$ cat config.mk
export PLATFORM = sky130hd
export DESIGN_NAME = qrs_front_flat
export DESIGN_NICKNAME = d
export VERILOG_FILES = /design/src/hw/rtl/qrs_pkg.sv /design/src/hw/rtl/qrs_in_if.sv /design/src/hw/rtl/qrs_front.sv /design/src/flat_wrapper.sv
export SDC_FILE = /design/constraint.sdc
export NUM_CORES = 2
export LEC_CHECK = 0
export ABC_AREA = 1
export ABC_CLOCK_PERIOD_IN_PS = 20600
export BUFFER_PORTS_ARGS = -buffer_cell sky130_fd_sc_hd__buf_4
export CAP_MARGIN = 20
export CORE_ASPECT_RATIO = 1.1
export CORE_MARGIN = 2
export CORE_UTILIZATION = 50
export CTS_CLUSTER_DIAMETER = 150
export DETAILED_ROUTE_END_ITERATION = 6
export GPL_TIMING_DRIVEN = 1
export HOLD_SLACK_MARGIN = 0.02
export PLACE_DENSITY_LB_ADDON = 0.12
export SYNTH_ARGS = -nofsm -noshare
export SYNTH_HDL_FRONTEND = slang
export SYNTH_SLANG_ARGS = --single-unit
$ cat constraint.sdc
create_clock -name clk -period 20.6 [get_ports clk]
set_input_delay 2.06 -clock clk [delete_from_list [all_inputs] [get_ports clk]]
set_output_delay 2.06 -clock clk [all_outputs]
set_load 0.005 [all_outputs]
$ cat src/hw/rtl/qrs_pkg.sv
`timescale 1ns / 1ps
package qrs_pkg;

  // Internal datapath widths cover the widest coefficient (32 bits).
  localparam int MagW  = 32;
  localparam int DiscW = 66;
  localparam int RadW  = 64;
  localparam int RootW = 32;
  localparam int NumW  = 64;
  localparam int DivW  = 66;
  localparam int QuoW  = 33;
  localparam int SqrtSteps = RadW / 2;
  localparam int DivSteps  = QuoW;

  localparam logic [DiscW-1:0] SmallLimit = DiscW'(1) << 48;
  localparam logic [QuoW-1:0]  QuoMaxPos  = 33'h0_7FFF_FFFF;
  localparam logic [QuoW-1:0]  QuoMinMag  = 33'h0_8000_0000;
  localparam logic signed [31:0] ValMax = 32'sh7FFF_FFFF;
  localparam logic signed [31:0] ValMin = 32'sh8000_0000;
  localparam int ShiftSmall = 7;
  localparam int ShiftLarge = 15;

  typedef enum logic [1:0] {
    CASE_REAL    = 2'd0,
    CASE_DOUBLE  = 2'd1,
    CASE_COMPLEX = 2'd2,
    CASE_AZERO   = 2'd3
  } root_case_t;

  // One classified request between front and back.
  typedef struct packed {
    root_case_t            rcase;
    logic                  a_neg;
    logic [MagW-1:0]       a_mag;
    logic signed [MagW-1:0] b;
    logic                  is_small;
    logic [RadW-1:0]       rad;
  } item_t;

  function automatic logic [MagW-1:0] mag(input logic signed [MagW-1:0] v);
    mag = v[MagW-1] ? MagW'(-v) : MagW'(v);
  endfunction

endpackage

$ cat src/hw/rtl/qrs_in_if.sv
`timescale 1ns / 1ps
interface qrs_in_if #(parameter int COEF_WIDTH = 16) ();
  logic                         valid;
  logic                         ready;
  logic signed [COEF_WIDTH-1:0] coef_a;
  logic signed [COEF_WIDTH-1:0] coef_b;
  logic signed [COEF_WIDTH-1:0] coef_c;

  modport source(output valid, coef_a, coef_b, coef_c, input ready);
  modport sink(input valid, coef_a, coef_b, coef_c, output ready);
endinterface

$ cat src/hw/rtl/qrs_front.sv
`timescale 1ns / 1ps
module qrs_front #(
  parameter int COEF_WIDTH = 16
) (
  input  logic           clk,
  input  logic           rst,
  qrs_in_if.sink         coefs,
  output logic           push,
  output qrs_pkg::item_t item,
  input  logic           full
);

  logic                      v0, v1, adv0, adv1;
  logic signed [31:0]        a0, b0, c0;
  logic [63:0]               bsq, m;
  logic                      a_neg, c_neg, a_zero, c_zero;
  logic [31:0]               a_mag;
  logic signed [31:0]        b1;
  logic [63:0]               bsq_c, m_c;
  logic [qrs_pkg::DiscW-1:0] four_ac, bsq_w, dmag;
  logic                      dneg, same;

  assign adv1 = !v1 || !full;
  assign adv0 = !v0 || adv1;
  assign coefs.ready = adv0;
  assign push = v1 && !full;

  always_ff @(posedge clk) begin
    if (rst) begin
      v0 <= 1'b0;
      v1 <= 1'b0;
    end else begin
      if (adv0) v0 <= coefs.valid;
      if (adv1) v1 <= v0;
    end
  end

  assign bsq_c = qrs_pkg::mag(b0) * qrs_pkg::mag(b0);
  assign m_c   = qrs_pkg::mag(a0) * qrs_pkg::mag(c0);

  always_ff @(posedge clk) begin
    if (adv0) begin
      a0 <= 32'($signed(coefs.coef_a[COEF_WIDTH-1:0]));
      b0 <= 32'($signed(coefs.coef_b[COEF_WIDTH-1:0]));
      c0 <= 32'($signed(coefs.coef_c[COEF_WIDTH-1:0]));
    end
    if (adv1) begin
      bsq    <= bsq_c;
      m      <= m_c;
      a_neg  <= a0[31];
      c_neg  <= c0[31];
      a_zero <= (a0 == 32'sd0);
      c_zero <= (c0 == 32'sd0);
      a_mag  <= qrs_pkg::mag(a0);
      b1     <= b0;
    end
  end

  // Discriminant magnitude and sign from b^2 and 4|a||c|.
  always_comb begin
    four_ac = {m, 2'b00};
    bsq_w   = {2'b00, bsq};
    same    = !c_zero && (a_neg == c_neg);
    dneg    = 1'b0;
    if (same) begin
      if (four_ac <= bsq_w) begin
        dmag = bsq_w - four_ac;
      end else begin
        dmag = four_ac - bsq_w;
        dneg = 1'b1;
      end
    end else begin
      dmag = four_ac + bsq_w;
    end

    item.a_neg    = a_neg;
    item.a_mag    = a_mag;
    item.b        = b1;
    item.is_small = dmag < qrs_pkg::SmallLimit;
    item.rad      = item.is_small ? {dmag[47:0], 16'h0000} : dmag[65:2];
    if (a_zero) item.rcase = qrs_pkg::CASE_AZERO;
    else if (dmag == '0) item.rcase = qrs_pkg::CASE_DOUBLE;
    else if (dneg) item.rcase = qrs_pkg::CASE_COMPLEX;
    else item.rcase = qrs_pkg::CASE_REAL;
  end

endmodule

$ cat src/flat_wrapper.sv
// flat-port wrapper written by rule: the top's interface ports become plain ports
module qrs_front_flat 
#(
  parameter int COEF_WIDTH = 16
)
  (clk, rst, push, item, full, coefs_valid, coefs_coef_a, coefs_coef_b, coefs_coef_c, coefs_ready);
  qrs_in_if #(.COEF_WIDTH(COEF_WIDTH)) coefs_i ();
  input  logic clk;
  input  logic rst;
  output logic push;
  output qrs_pkg::item_t item;
  input  logic full;
  input wire logic [$bits(coefs_i.valid)-1:0] coefs_valid;
  input wire logic [$bits(coefs_i.coef_a)-1:0] coefs_coef_a;
  input wire logic [$bits(coefs_i.coef_b)-1:0] coefs_coef_b;
  input wire logic [$bits(coefs_i.coef_c)-1:0] coefs_coef_c;
  output wire logic [$bits(coefs_i.ready)-1:0] coefs_ready;
  assign coefs_i.valid = coefs_valid;
  assign coefs_i.coef_a = coefs_coef_a;
  assign coefs_i.coef_b = coefs_coef_b;
  assign coefs_i.coef_c = coefs_coef_c;
  assign coefs_ready = coefs_i.ready;
  qrs_front #(.COEF_WIDTH(COEF_WIDTH)) u_core (.clk(clk), .rst(rst), .coefs(coefs_i), .push(push), .item(item), .full(full));
endmodule
==> run metrics <==
Setup CP Type=register to register; met2 global-route usage=52.4%; placed cells=13600; most common cell after layout, fill and taps aside=inv_1; met3 Use GR=3.67%; post-CTS resize count=0; routed vias=66100; Via density=4.84; die area=0.166 mm2; vias in the first global route=68600; Tmin final=10300 ps; Avg Cell Area, Syn=8.14 um2; area grow syn2layout=12.3%; initial antenna violation count=0; RePlAce Congestion=1.03; die width=389 um; post-route setup TNS=0 ps; die height=427 um; Worst slew margin=15.7%; outcome=complete, but fails checks; clk_lat worst skew=630 ps; share of layout cells above drive strength 1=3.36%; IO Port Bufs=185; Initial Util=50.2%; failing checks=design-rule violations; sequential cell area fraction in the yosys report=8.39%; RSZ-0062 raised after global routing=false; ys async rst share=0%; Ports=186; DR pass1 iterations=7; worst-case clock buffer depth=3; Detail Placement HPWL=223000 um; Critical Path RT=20940 ps; Top FF cell, synth=edfxtp_1; # hold bufs at CTS=0; CP max FO=12; #FFs+latches synth=228; # diodes=0; synth warn=0; fmax=97.1 MHz; DR WL/cell=18.2 um; first-pass GRT wire length=387000 um; Final setup viols=0; H-tree depth=2; nets@finish=14000; Final Hold Vio Count=0; root buffer cell=clkbuf_16; most frequent cells in the layout=2830 x inv_1, 1922 x nand2_1, 1690 x fa_1; Max-Cap Viols=0; Syn Std Cell Area=0.0813 mm2; max incr delay on CP=720 ps; Max Slew Vio Count=0; Clock Skew=21.5 ps; CTS clk-pin slew, worst paths=70 ps; non-filler instance count after layout=13700; Top Usage Layer GRT=met2; Worst Max-Slew Pin Slew=1250 ps; Core ar.=0.162 mm2; DR DRC count=11; CTS Sinks=228; CTS Buf Count=35; Cells after Synth=9991; Worst Hold Class=register to register; DRT iter0 DRCs=4782; Routed Antenna Nets=0; Critical-path top delay cell=xor2_1; GRT Util Overall=30.9%; total wire length=249000 um; final worst path period share=50.0%; Worst setup EP type=register; Startpoint Class=register; most used cell along the critical path=inv_1; # rows=155; Post-synth EDFFs=226; Filler Cell Count=15600; critical path arrival=10650 ps; largest net degree at the start of global routing=61; GRT met1 Usage=39.9%; grt total ovfl=0; TritonCTS clock tree=done; synth unique cells=60; # Post-CTS Setup Buffers=0
## path summary, 6_finish.rpt
kind / to / slack, ps / cells past startpoint / from
max: u_core.bsq[31] / 10300 / 32 / u_core.b0[0]
min: u_core.v1 / 460 / 2 / u_core.v0
max reg2reg: u_core.bsq[31] / 10300 / 32 / u_core.b0[0]
min reg2reg: u_core.v1 / 460 / 2 / u_core.v0
## worst max-delay path: cells and delay by family, from the launching register on
family,cells,cell delay [ps]
flops,1,510
simple gates,2,460
buf+inv,11,1320
compound gates,7,2270
fa+ha+maj,10,4520
xor+xnor,2,910
## cells in the mapped netlist (11+ instances only)
library cell     n  area (um2)
nor2_1         754        2830
a31oi_1         52         325
nand2_1       1924        7220
clkinv_1        11        41.3
o21bai_1        56         420
ha_1           738        9230
o211ai_1        12        90.1
o21ai_2         16         140
a21oi_1        401        2010
a21o_1          11        82.6
clkbuf_1        60         225
xor2_1         164        1440
o21a_1          16         120
nand3b_1        16         120
nand2_2         31         194
nor2_2          18         113
o21ai_0        185         926
inv_2           16        60.1
o21ai_1         21         105
a21boi_0        15         113
inv_1         2831       10600
buf_4           33         248
edfxtp_1       226        6790
nand3_1        360        1800
nor4_1          20         125
or2_2           18         113
fa_1          1690       33800
buf_2           61         305
nand4_1         60         375
nor3_1          64         320
xnor2_1         48         420
## logic make-up after synthesis
group	Yosys count	share of synthesized area, %
and+or+nand+nor	3279	16.4
buffers and inverters	3024	14.3
adders and majority gates	2428	53.0
AOI/OAI and AO/OA	818	5.68
DFF	228	8.39
xor gates and xnor gates	212	2.28
other	2	0.00923
## layout make-up
| type | instances | area (um2) | share of cell area, % |
|---|---|---|---|
| clock inverter | 23 | 320 | 0.351 |
| multi-input combinational | 8176 | 68300 | 74.8 |
| tap | 2119 | 2650 | 2.90 |
| clock buffer | 41 | 920 | 1.01 |
| inverter | 2858 | 10700 | 11.7 |
| sequential | 228 | 6830 | 7.47 |
| timing repair buffer | 212 | 1590 | 1.74 |
## layer usage
| metal | up-vias | wire length [um] | part of all wire [%] |
|---|---|---|---|
| met5 | - | 0 | 0 |
| met1 | 32400 | 100000 | 40 |
| met3 | 402 | 16100 | 6.5 |
| met4 | 0 | 13100 | 5.3 |
| li1 | 31100 | - | - |
| met2 | 2118 | 119000 | 48 |
## sequential cells by signal, indices dropped and copies added, names as in the netlist
| name | flops |
|---|---|
| u_core.a0 | 16 |
| u_core.a_mag | 32 |
| u_core.a_neg | 1 |
| u_core.a_zero | 1 |
| u_core.b0 | 16 |
| u_core.b1 | 16 |
| u_core.bsq | 62 |
| u_core.c0 | 16 |
| u_core.c_neg | 1 |
| u_core.c_zero | 1 |
| u_core.m | 64 |
| u_core.v0 | 1 |
| u_core.v1 | 1 |
## through the flow
stage	hold WS (ps)	worst slack, ps	instance area, um2	utilization, %
floorplan	424	12090	86700	-
global placement	442	10800	90100	55.6
detailed placement	451	10520	90100	55.6
CTS	460	10470	91400	56.4
global route	479	9880	91400	56.4
finish	462	10300	91400	56.4
Power is not shown: default switching activity piles up to over one toggle a cycle in this logic, so the estimate is an artifact.
