`config.mk`:
```
export PLATFORM = sky130hd
export DESIGN_NAME = qrs_queue
export DESIGN_NICKNAME = d
export VERILOG_FILES = /design/src/hw/rtl/qrs_pkg.sv /design/src/hw/rtl/qrs_queue.sv
export SDC_FILE = /design/constraint.sdc
export NUM_CORES = 1
export LEC_CHECK = 0
export ABC_AREA = 0
export BUFFER_PORTS_ARGS = -buffer_cell sky130_fd_sc_hd__buf_2
export CORE_UTILIZATION = 56
export DETAILED_ROUTE_END_ITERATION = 6
export HOLD_SLACK_MARGIN = 0.02
export PLACE_DENSITY = 0.86
export SLEW_MARGIN = 30
export SYNTH_ARGS = -nofsm -noshare
export SYNTH_HDL_FRONTEND = slang
export SYNTH_SLANG_ARGS = --single-unit
```
`constraint.sdc`:
```
create_clock -name clk -period 14.5 [get_ports clk]
set_input_delay 2.175 -clock clk [delete_from_list [all_inputs] [get_ports clk]]
set_output_delay 2.175 -clock clk [all_outputs]
set_load 0.1 [all_outputs]
```
`src/hw/rtl/qrs_pkg.sv`:
```
`timescale 1ns / 1ps
package qrs_pkg;

  // Internal datapath widths cover the widest coefficient (32 bits).
  localparam int MagW  = 32;
  localparam int DiscW = 66;
  localparam int RadW  = 64;
  localparam int RootW = 32;
  localparam int NumW  = 64;
  localparam int DivW  = 66;
  localparam int QuoW  = 33;
  localparam int SqrtSteps = RadW / 2;
  localparam int DivSteps  = QuoW;

  localparam logic [DiscW-1:0] SmallLimit = DiscW'(1) << 48;
  localparam logic [QuoW-1:0]  QuoMaxPos  = 33'h0_7FFF_FFFF;
  localparam logic [QuoW-1:0]  QuoMinMag  = 33'h0_8000_0000;
  localparam logic signed [31:0] ValMax = 32'sh7FFF_FFFF;
  localparam logic signed [31:0] ValMin = 32'sh8000_0000;
  localparam int ShiftSmall = 7;
  localparam int ShiftLarge = 15;

  typedef enum logic [1:0] {
    CASE_REAL    = 2'd0,
    CASE_DOUBLE  = 2'd1,
    CASE_COMPLEX = 2'd2,
    CASE_AZERO   = 2'd3
  } root_case_t;

  // One classified request between front and back.
  typedef struct packed {
    root_case_t            rcase;
    logic                  a_neg;
    logic [MagW-1:0]       a_mag;
    logic signed [MagW-1:0] b;
    logic                  is_small;
    logic [RadW-1:0]       rad;
  } item_t;

  function automatic logic [MagW-1:0] mag(input logic signed [MagW-1:0] v);
    mag = v[MagW-1] ? MagW'(-v) : MagW'(v);
  endfunction

endpackage

```
`src/hw/rtl/qrs_queue.sv`:
```
`timescale 1ns / 1ps
module qrs_queue (
  input  logic           clk,
  input  logic           rst,
  input  logic           push,
  input  qrs_pkg::item_t wr_item,
  output logic           full,
  input  logic           pop,
  output logic           nonempty,
  output qrs_pkg::item_t rd_item
);

  qrs_pkg::item_t mem [2];
  logic           wptr, rptr;
  logic [1:0]     count;

  assign full     = (count == 2'd2);
  assign nonempty = (count != 2'd0);
  assign rd_item  = mem[rptr];

  always_ff @(posedge clk) begin
    if (rst) begin
      wptr  <= 1'b0;
      rptr  <= 1'b0;
      count <= 2'd0;
    end else begin
      if (push) wptr <= !wptr;
      if (pop) rptr <= !rptr;
      count <= count + 2'(push) - 2'(pop);
    end
  end

  always_ff @(posedge clk) begin
    if (push) mem[wptr] <= wr_item;
  end

endmodule

```
==> results of run 1 <==
==> sequential cells by signal (all words and copies together) (netlist names), named ones only <==
register  count
mem         264
count         2
rptr          1
wptr          1
==> worst min-delay path: stages, from the launching register on <==
cell	delay, ps
dfxtp_1	330
xnor2_1	90
nor2_1	70
==> cell usage in the layout, fill, tap and decap left out <==
cell type / Yosys / final
buf_2: 5 / 269
edfxtp_1: 264 / 264
mux2_4: 80 / 80
mux2_2: 52 / 52
clkbuf_16: 0 / 27
clkinv_1: 0 / 7
clkinv_2: 0 / 6
clkbuf_1: 0 / 5
buf_4: 0 / 5
nor2_1: 4 / 4
dfxtp_1: 5 / 4
inv_1: 2 / 2
nor2b_1: 3 / 2
xnor2_1: 2 / 2
ha_1: 2 / 2
diode_2: 0 / 1
or2_2: 1 / 1
and2_4: 0 / 1
nor2b_4: 0 / 1
xnor3_1: 1 / 1
dfxtp_4: 0 / 1
bufinv_16: 0 / 1
buf_12: 0 / 1
==> worst max-delay path by stage <==
stage,start,end,slack [ps]
global route,register,rd_item[4],8570
detailed placement,register,rd_item[9],9260
global placement,register,rd_item[29],9330
finish,register,rd_item[37],8730
floorplan,push,mem[0][0],5970
CTS,register,rd_item[9],8720
==> layout make-up <==
type	instances	area, um2
well taps	225	281.5
flip-flops and latches	269	8031
clock inverters	14	86.33
inverters	2	7.507
multi-input cells	146	1908
diodes	1	2.502
repair buffers	275	1404
clock buffers	32	694.4
fillers	1084	5001
==> cell families after synthesis <==
group / synth area share, %
buffers and inverters: 1.478
adder cells (fa/ha/maj): 0.2483
XOR/XNOR: 0.3974
AND/OR/NAND/NOR: 0.4596
flip-flops: 79.68
multiplexers: 17.73
==> layer usage <==
| metal | vias to the layer above | wire length [um] |
|---|---|---|
| li1 | 2298 | - |
| met1 | 2495 | 7083 |
| met2 | 236 | 9345 |
| met3 | 48 | 1557 |
| met4 | 4 | 570 |
| met5 | - | 33 |
==> report_power, final <==
| group | internal, uW | leakage [uW] | switching, uW | total [uW] |
|---|---|---|---|---|
| combinational | 102 | 0.00196 | 390 | 492 |
| sequential | 909 | 0.00252 | 17.5 | 926 |
| clock | 355 | 0.000387 | 261 | 616 |
| total | 1370 | 0.00486 | 668 | 2030 |
==> stage by stage <==
stage | util, % | setup slack, ps
floorplan | - | 5965
global placement | 66.67 | 9326
detailed placement | 66.67 | 9263
CTS | 71.16 | 8719
global route | 71.27 | 8573
finish | 71.29 | 8728
==> impl_metrics.py, run 1 <==
metrics = {
    "die": {
        "ios": 270,
        "die_area_um2": 18530,
        "start_util_pct": 57.84,
        "core_um2": 17420,
        "die_y_um": 136.1,
        "die_w_um": 136.1,
        "rows": 48,
    },
    "grt": {
        "grt_pass1_wl_um": 27260,
        "top_usage_layer": "met2",
        "grt_pass1_vias": 5212,
        "use_met1_pct": 23.66,
        "grt-ovfl-total": 0,
        "grt_start_max_net_pins": 72,
        "antenna_found_initial": 4,
        "grtUsageMet2_pct": 33.76,
        "grtUsageTotal_pct": 19.61,
        "use_met3_pct": 5.295,
    },
    "worst_hold_path": {
        "min_path_type": "register to register",
        "min_from": "rptr",
        "min_to": "rptr",
        "whs_path_depth": 2,
    },
    "critical_path": {
        "crit-reg2reg-launch": "wptr",
        "crit_type": "register to primary output",
        "cp_num_buf_inv": 3,
        "worstSetupEndpointType": "primary output",
        "required_ps": 12320,
        "path_common_cell": "buf_4",
        "cp.depth": 4,
        "startpoint_type": "register",
        "critPathTopFamily": "buffers and inverters",
        "timing.rr.end": "mem[0][84]",
        "critical_path.max_fanout": 56,
        "arrival_ps": 3600,
        "regToRegSetupSlack_ps": 11640,
        "cp_slowest_cell": "buf_4",
        "crit_path_cell_trace": "buf_4, buf_4, mux2_2, buf_2",
        "rr_worst_depth": 3,
        "slowest_delay_ps": 780,
    },
    "clock_tree": {
        "cts_tree": "built",
        "post_cts_resized": 0,
        "postCtsHoldBufs": 0,
        "htreeDepth": 1,
        "clk_latency_ps": 510,
        "numCtsBuffers": 26,
        "ctsLongestPathBuffers": 3,
        "clk_pin_slew_ps": 60,
        "clock-sinks": 269,
        "cts_root_buf": "clkbuf_16",
        "post_cts_buffers": 0,
    },
    "synthesis": {
        "netlist_instances": 432,
        "synth_top_cell_area_share_pct": 78.69,
        "synth_area_leaders": "edfxtp_1 (79%), mux2_4 (12%), mux2_2 (5.8%)",
        "syn_nets": 570,
        "yosysMostFrequentCell": "edfxtp_1",
        "synth-async-reset-ratio_pct": 0,
        "synth.distinct_cells": 15,
        "synth-seq-cells": 269,
        "syn_avg_cell_area_um2": 23.32,
        "yosysWarnings": 0,
        "synth_largest_area_cell": "edfxtp_1",
        "synth_edf_count": 264,
        "synthFlopType": "edfxtp_1",
        "syn_area_um2": 10070,
        "yosysSeqAreaShare_pct": 79.68,
        "synthTopCellsByCount": "edfxtp_1 (264), mux2_4 (80), mux2_2 (52)",
    },
    "route": {
        "drc_errors": 0,
        "routed_wl_um": 18590,
        "vias_per_cell": 5.271,
        "drt_iter0_markers": 251,
        "wl_per_cell_um": 19.28,
        "vias": 5081,
        "first_pass_iters": 4,
        "ant_nets": 0,
    },
    "place": {
        "dpl_cell_area_um2": 11610,
        "gp_congestion": 0.7757,
        "hpwl_um": 12720,
        "dp.cells": 916,
        "port_buffers": 269,
    },
    "timing": {
        "fmax_ghz": 0.1733,
        "slew_headroom_pct": 42.81,
        "slew_violations": 0,
        "fin_crit_sh_pct": 39.80,
        "clock_skew_ps": 7.758,
        "hold_viol_final": 0,
        "finalSetupViolations": 0,
        "rsz0062_at_grt": "false",
        "period_minus_slack_ps": 5772,
        "holdWs_ps": 529.2,
        "tightest_slew_ps": 856.1,
        "tns_ps": 0,
    },
    "outcome": {
        "status": "finished, final reports clean",
    },
    "job": {
        "maxCapViolCount": 0,
    },
    "final_layout": {
        "nNetsFinal": 858,
        "drive_gt1_share_pct": 60.30,
        "areaGrowthSynthToFinish_pct": 23.24,
        "final_cell_count_no_fill": 964,
        "stdcell_area_um2": 12420,
    },
    "pwr": {
        "p_leak_uw": 0.004862,
        "p_per_area_nw_per_um2": 163.8,
        "peakVddDrop_v": 0.0001385,
        "power_uw": 2034,
    },
}
No activity file was read; power rests on OpenSTA's default activity.
==> run 2: changes to the inputs <==
--- a/config.mk
+++ b/config.mk
@@ -7,10 +7,10 @@
 export LEC_CHECK = 0
 export ABC_AREA = 0
 export BUFFER_PORTS_ARGS = -buffer_cell sky130_fd_sc_hd__buf_2
-export CORE_UTILIZATION = 56
+export CORE_UTILIZATION = 47
 export DETAILED_ROUTE_END_ITERATION = 6
 export HOLD_SLACK_MARGIN = 0.02
-export PLACE_DENSITY = 0.86
+export PLACE_DENSITY = 0.77
 export SLEW_MARGIN = 30
 export SYNTH_ARGS = -nofsm -noshare
 export SYNTH_HDL_FRONTEND = slang
==> constraint.sdc (replaced) <==
create_clock -name clk -period 5.13 [get_ports clk]
set_input_delay 0.7695 -clock clk [delete_from_list [all_inputs] [get_ports clk]]
set_output_delay 0.7695 -clock clk [all_outputs]
set_load 0.1 [all_outputs]
==> run 2 against run 1 <==
Compared with the run above:
- non-clock buffer count shrank 1
- highest routed layer is now met4
- via count shrank 2.9%
- register-to-register slack worse by 8500 ps
==> impl_metrics.py, run 2 (synthesis gave the netlist of run 1 again) <==
metrics = {
    "pwr": {
        "p_int_uw": 3942,
        "swShare_pct": 32.15,
        "clkPwrFrac_pct": 31.2,
        "seqPwrFrac_pct": 45.1,
        "p_sw_uw": 1868,
        "p_leak_uw": 0.004875,
        "pwr-share-comb_pct": 23.7,
        "peakVddDrop_v": 0.0003129,
        "p_per_area_nw_per_um2": 464.1,
    },
    "final_layout": {
        "nNetsFinal": 858,
        "top_regs": "mem x264, count x2",
        "areaGrowthSynthToFinish_pct": 24.27,
        "layout_commonest_cell": "buf_2",
        "final_cell_mix": "buf_2 (269), edfxtp_1 (264), mux2_4 (80)",
        "final_cell_count_no_fill": 1010,
        "largest_register_ff_count": 264,
        "drive_gt1_share_pct": 60.63,
        "regMostFlops": "mem",
    },
    "route": {
        "drt_iter0_markers": 205,
        "drc_errors": 0,
        "routed_wl_um": 17980,
        "first_pass_iters": 6,
        "vias_per_cell": 4.886,
        "ant_nets": 0,
        "vias": 4935,
        "wl_per_cell_um": 17.80,
    },
    "timing": {
        "slew_headroom_pct": 43.34,
        "tightest_slew_ps": 850.0,
        "rsz0062_at_grt": "false",
        "period_minus_slack_ps": 3340,
        "finalSetupViolations": 0,
        "slew_violations": 0,
        "hold_viol_final": 0,
        "tns_ps": 0,
        "clock_skew_ps": 3.336,
        "fmax_ghz": 0.2994,
        "fin_crit_sh_pct": 65.10,
    },
    "clock_tree": {
        "postCtsHoldBufs": 0,
        "htreeDepth": 1,
        "post_cts_buffers": 0,
        "clk_pin_slew_ps": 60,
        "post_cts_resized": 0,
        "cts_tree": "built",
        "numCtsBuffers": 27,
        "cts_root_buf": "clkbuf_16",
        "ctsLongestPathBuffers": 3,
        "clock-sinks": 269,
        "clk_latency_ps": 510,
    },
    "die": {
        "die_area_um2": 22030,
        "ios": 270,
        "die_y_um": 148.4,
        "die_w_um": 148.4,
        "rows": 53,
        "start_util_pct": 47.93,
        "core_um2": 21020,
    },
    "place": {
        "port_buffers": 269,
        "dp.cells": 966,
        "gp_congestion": 0.7607,
        "hpwl_um": 12020,
    },
    "critical_path": {
        "required_ps": 4360,
        "worstSetupEndpointType": "primary output",
        "crit_path_cell_trace": "buf_4, mux2_4, buf_2",
        "startpoint_type": "register",
        "cp_slowest_cell": "dfxtp_4",
        "critPathTopFamily": "buffers and inverters",
        "arrival_ps": 2570,
        "cp_num_buf_inv": 2,
        "crit_type": "register to primary output",
        "crit-reg2reg-launch": "wptr",
        "critical_path.max_fanout": 52,
        "slowest_delay_ps": 880,
    },
    "worst_hold_path": {
        "min_path_type": "input pin to register",
        "min_from": "wr_item[93]",
    },
    "grt": {
        "grtUsageTotal_pct": 15.90,
        "antenna_found_initial": 2,
        "grt_pass1_wl_um": 27000,
        "grt_pass1_vias": 5173,
        "grt-ovfl-total": 0,
        "grt_start_max_net_pins": 77,
    },
    "job": {
        "maxCapViolCount": 0,
    },
    "outcome": {
        "status": "finished, final reports clean",
    },
}
==> run 2: power by group through the flow <==
stage               Sequential (uW)  Clock (uW)  Combinational (uW)
floorplan                      2650           0                1200
global placement               2660           0                1370
detailed placement             2670           0                1390
CTS                            2620        1860                1390
global route                   2630        1950                1420
finish                         2620        1810                1380
==> run 2: routing by layer <==
layer,routed length (um),global-route usage (%),share of wire [%],up-vias
met3,1678,4.969,9.3,27
met4,274,4.227,1.5,0
li1,-,-,-,2285
met5,0,0,0,-
met2,8993,27.51,50,202
met1,7030,19.24,39,2421
==> run 2: metrics by stage <==
stage	worst slack, ps	area, um2	total power [uW]	hold WS, ps	utilization [%]
after global routing	1642	12520	6001	418.0	59.56
after detailed placement	2264	11700	4055	504.0	55.66
after global placement	2306	11700	4029	501.2	55.66
after CTS	1714	12510	5868	420.0	59.53
final	1790	12520	5811	443.5	59.56
after floorplan	481.0	10080	3850	479.9	-
==> run 2: worst paths after layout <==
check        slack (ps)            to  cells after the start
max                1790  rd_item[106]                      3
min                 440    mem[1][93]                      1
max reg2reg        3150    mem[1][83]                      2
min reg2reg         520          rptr                      2
==> run 2: cell type report <==
type / count / area, um2
tap: 275 / 344.1
fill: 1546 / 8502
clock inverter: 7 / 83.83
clock buffer: 36 / 729.5
antenna: 1 / 2.502
timing repair buffer: 274 / 1413
multi-input combinational: 146 / 1908
inverter: 2 / 7.507
sequential: 269 / 8031
==> run 3: changes to the inputs <==
--- a/config.mk
+++ b/config.mk
@@ -5,12 +5,12 @@
 export SDC_FILE = /design/constraint.sdc
 export NUM_CORES = 1
 export LEC_CHECK = 0
-export ABC_AREA = 0
+export ABC_AREA = 1
 export BUFFER_PORTS_ARGS = -buffer_cell sky130_fd_sc_hd__buf_2
-export CORE_UTILIZATION = 47
+export CORE_UTILIZATION = 52
 export DETAILED_ROUTE_END_ITERATION = 6
 export HOLD_SLACK_MARGIN = 0.02
-export PLACE_DENSITY = 0.77
+export PLACE_DENSITY = 0.81
 export SLEW_MARGIN = 30
 export SYNTH_ARGS = -nofsm -noshare
 export SYNTH_HDL_FRONTEND = slang
==> constraint.sdc (replaced) <==
create_clock -name clk -period 3.45 [get_ports clk]
set_input_delay 0.5175 -clock clk [delete_from_list [all_inputs] [get_ports clk]]
set_output_delay 0.5175 -clock clk [all_outputs]
set_load 0.1 [all_outputs]
==> run 3 against run 2 <==
Compared with the run above:
- design area rose by 0.66%
- worst setup slack lost 1100 ps
- via count rose by 2.6%
- sequential power rose by 47%
- register-to-register slack worse by 1300 ps
- critical path type unchanged
- global-route usage grew 2.3 points
- synthesized cell count rose by 2.3%
- hold slack lost 260 ps
- die area down 9.4%
==> impl_metrics.py, run 3 <==
metrics = {
    "die": {
        "ios": 270,
        "start_util_pct": 53.53,
        "rows": 50,
        "die_y_um": 141.2,
        "die_w_um": 141.2,
        "die_area_um2": 19940,
        "core_um2": 18830,
    },
    "synthesis": {
        "synth_largest_area_cell": "edfxtp_1",
        "yosysMostFrequentCell": "edfxtp_1",
        "syn_avg_cell_area_um2": 22.80,
        "netlist_instances": 442,
        "synth.distinct_cells": 15,
        "synth_top_cell_area_share_pct": 78.65,
        "synth_area_leaders": "edfxtp_1 (79%), mux2_4 (12%), mux2_2 (5.8%)",
        "syn_area_um2": 10080,
        "synth-async-reset-ratio_pct": 0,
        "synthTopCellsByCount": "edfxtp_1 (264), mux2_4 (80), mux2_2 (52)",
        "syn_nets": 580,
        "synth_edf_count": 264,
        "yosysWarnings": 0,
        "synthFlopType": "edfxtp_1",
        "synth-seq-cells": 269,
        "yosysSeqAreaShare_pct": 79.64,
    },
    "critical_path": {
        "slowest_delay_ps": 630,
        "cp_slowest_cell": "dfxtp_4",
        "critical_path.max_fanout": 58,
        "arrival_ps": 2270,
        "required_ps": 2930,
        "startpoint_type": "register",
        "crit_path_cell_trace": "buf_12, mux2_2, buf_2",
        "rr_worst_depth": 3,
        "crit_type": "register to primary output",
        "worstSetupEndpointType": "primary output",
    },
    "route": {
        "first_pass_iters": 4,
        "ant_nets": 0,
        "wl_per_cell_um": 18.09,
        "drc_errors": 0,
        "drt_iter0_markers": 223,
        "routed_wl_um": 18400,
        "vias_per_cell": 4.977,
        "vias": 5062,
    },
    "grt": {
        "grt-ovfl-total": 0,
        "antenna_found_initial": 3,
        "grt_pass1_wl_um": 27610,
        "grtUsageTotal_pct": 18.17,
        "grt_pass1_vias": 5337,
        "grt_start_max_net_pins": 71,
    },
    "timing": {
        "clock_skew_ps": 8.998,
        "hold_viol_final": 0,
        "tns_ps": 0,
        "finalSetupViolations": 0,
        "slew_violations": 0,
        "tightest_slew_ps": 923.4,
        "fmax_ghz": 0.3588,
        "fin_crit_sh_pct": 80.78,
        "rsz0062_at_grt": "false",
        "slew_headroom_pct": 38.44,
        "period_minus_slack_ps": 2787,
    },
    "clock_tree": {
        "ctsLongestPathBuffers": 3,
        "clk_latency_ps": 520,
        "postCtsHoldBufs": 0,
        "post_cts_resized": 0,
        "cts_tree": "built",
        "numCtsBuffers": 28,
        "post_cts_buffers": 0,
        "cts_root_buf": "clkbuf_16",
        "clock-sinks": 269,
        "htreeDepth": 1,
        "clk_pin_slew_ps": 60,
    },
    "final_layout": {
        "layout_commonest_cell": "buf_2",
        "top_regs": "mem x264, count x2",
        "num-fill-cells": 1249,
        "nNetsFinal": 871,
        "regMostFlops": "mem",
        "drive_gt1_share_pct": 59.81,
        "areaGrowthSynthToFinish_pct": 25.02,
        "largest_register_ff_count": 264,
        "final_cell_mix": "buf_2 (269), edfxtp_1 (264), mux2_4 (80)",
        "final_core_util_pct": 66.92,
    },
    "job": {
        "maxCapViolCount": 0,
    },
    "worst_hold_path": {
        "whs_path_depth": 1,
        "min_path_type": "input pin to register",
    },
    "pwr": {
        "p_per_area_nw_per_um2": 682.1,
        "p_leak_uw": 0.004925,
        "peakVddDrop_v": 0.0004645,
    },
    "place": {
        "gp_congestion": 0.7812,
        "hpwl_um": 12180,
        "port_buffers": 269,
    },
    "outcome": {
        "status": "finished, final reports clean",
    },
}
==> run 3: cell count changes after synthesis, sizes merged, moves of 3 or more <==
cell,change
nand2,+5
nor2b,-3
nor2,+3
inv,+6
==> run 3: metrics by stage <==
step / area, um2 / hold slack [ps] / setup WS [ps] / power, uW / std cells
4_1_cts: 12590 / 154.9 / 614.1 / 8683 / 1014
2_1_floorplan: 10090 / 479.9 / 493.5 / 5553 / 442
5_1_grt: 12600 / 150.5 / 549.6 / 8861 / 1015
6_report: 12600 / 179.7 / 663.2 / 8595 / 1017
3_3_place_gp: 11720 / 502.0 / 1234 / 5809 / 963
3_5_place_dp: 11720 / 497.6 / 1191 / 5846 / 963
==> run 3: kinds of logic (layout without fill, tap and decap cells) <==
kind of cell    Yosys count  after routing  synth area share (%)
compound gates            1              1               0.04960
xor+xnor                  1              1               0.08691
fa+ha+maj                 2              2                0.2482
buf+inv                  23            335                 1.701
flops                   269            269                 79.64
mux                     132            132                 17.73
other cells               0              3                     0
simple gates             14             14                0.5461
==> run 3: cell type report <==
type / count / area (um2) / area share (%)
multi-input cells: 150 / 1888 / 14.98
repair buffers: 276 / 1436 / 11.40
well taps: 260 / 325.3 / 2.581
clock inverters: 15 / 127.6 / 1.013
inverters: 8 / 33.78 / 0.2681
clock buffers: 36 / 752.0 / 5.967
flip-flops and latches: 269 / 8031 / 63.73
diodes: 3 / 7.507 / 0.05957
==> run 3: power by group <==
group,internal (uW),leakage [uW],switching (uW)
Sequential,3790,0.00252,57.5
Combinational,402,0.00198,1520
Clock,1680,0.000424,1140
Total,5870,0.00492,2720
==> run 3: per-layer routing <==
layer	track usage (%)	routed length, um	up-vias
li1	-	-	2334
met1	21.06	6950	2475
met2	31.45	9309	212
met3	6.148	1665	41
met4	6.407	476	0
met5	0	0	-
==> run 3: worst paths after layout <==
| path | slack [ps] | from | endpoint |
|---|---|---|---|
| max | 660 | register | rd_item[37] |
| min | 180 | wr_item[17] | mem[0][17] |
| max reg2reg | 1820 | wptr | mem[1][118] |
| min reg2reg | 510 | rptr | register |
==> run 3: worst max-delay path: cells and delay by family (launching register included) <==
kind                   cells  cell delay [ps]
flip-flops                 1              630
buffers and inverters      2              670
multiplexers               1              390
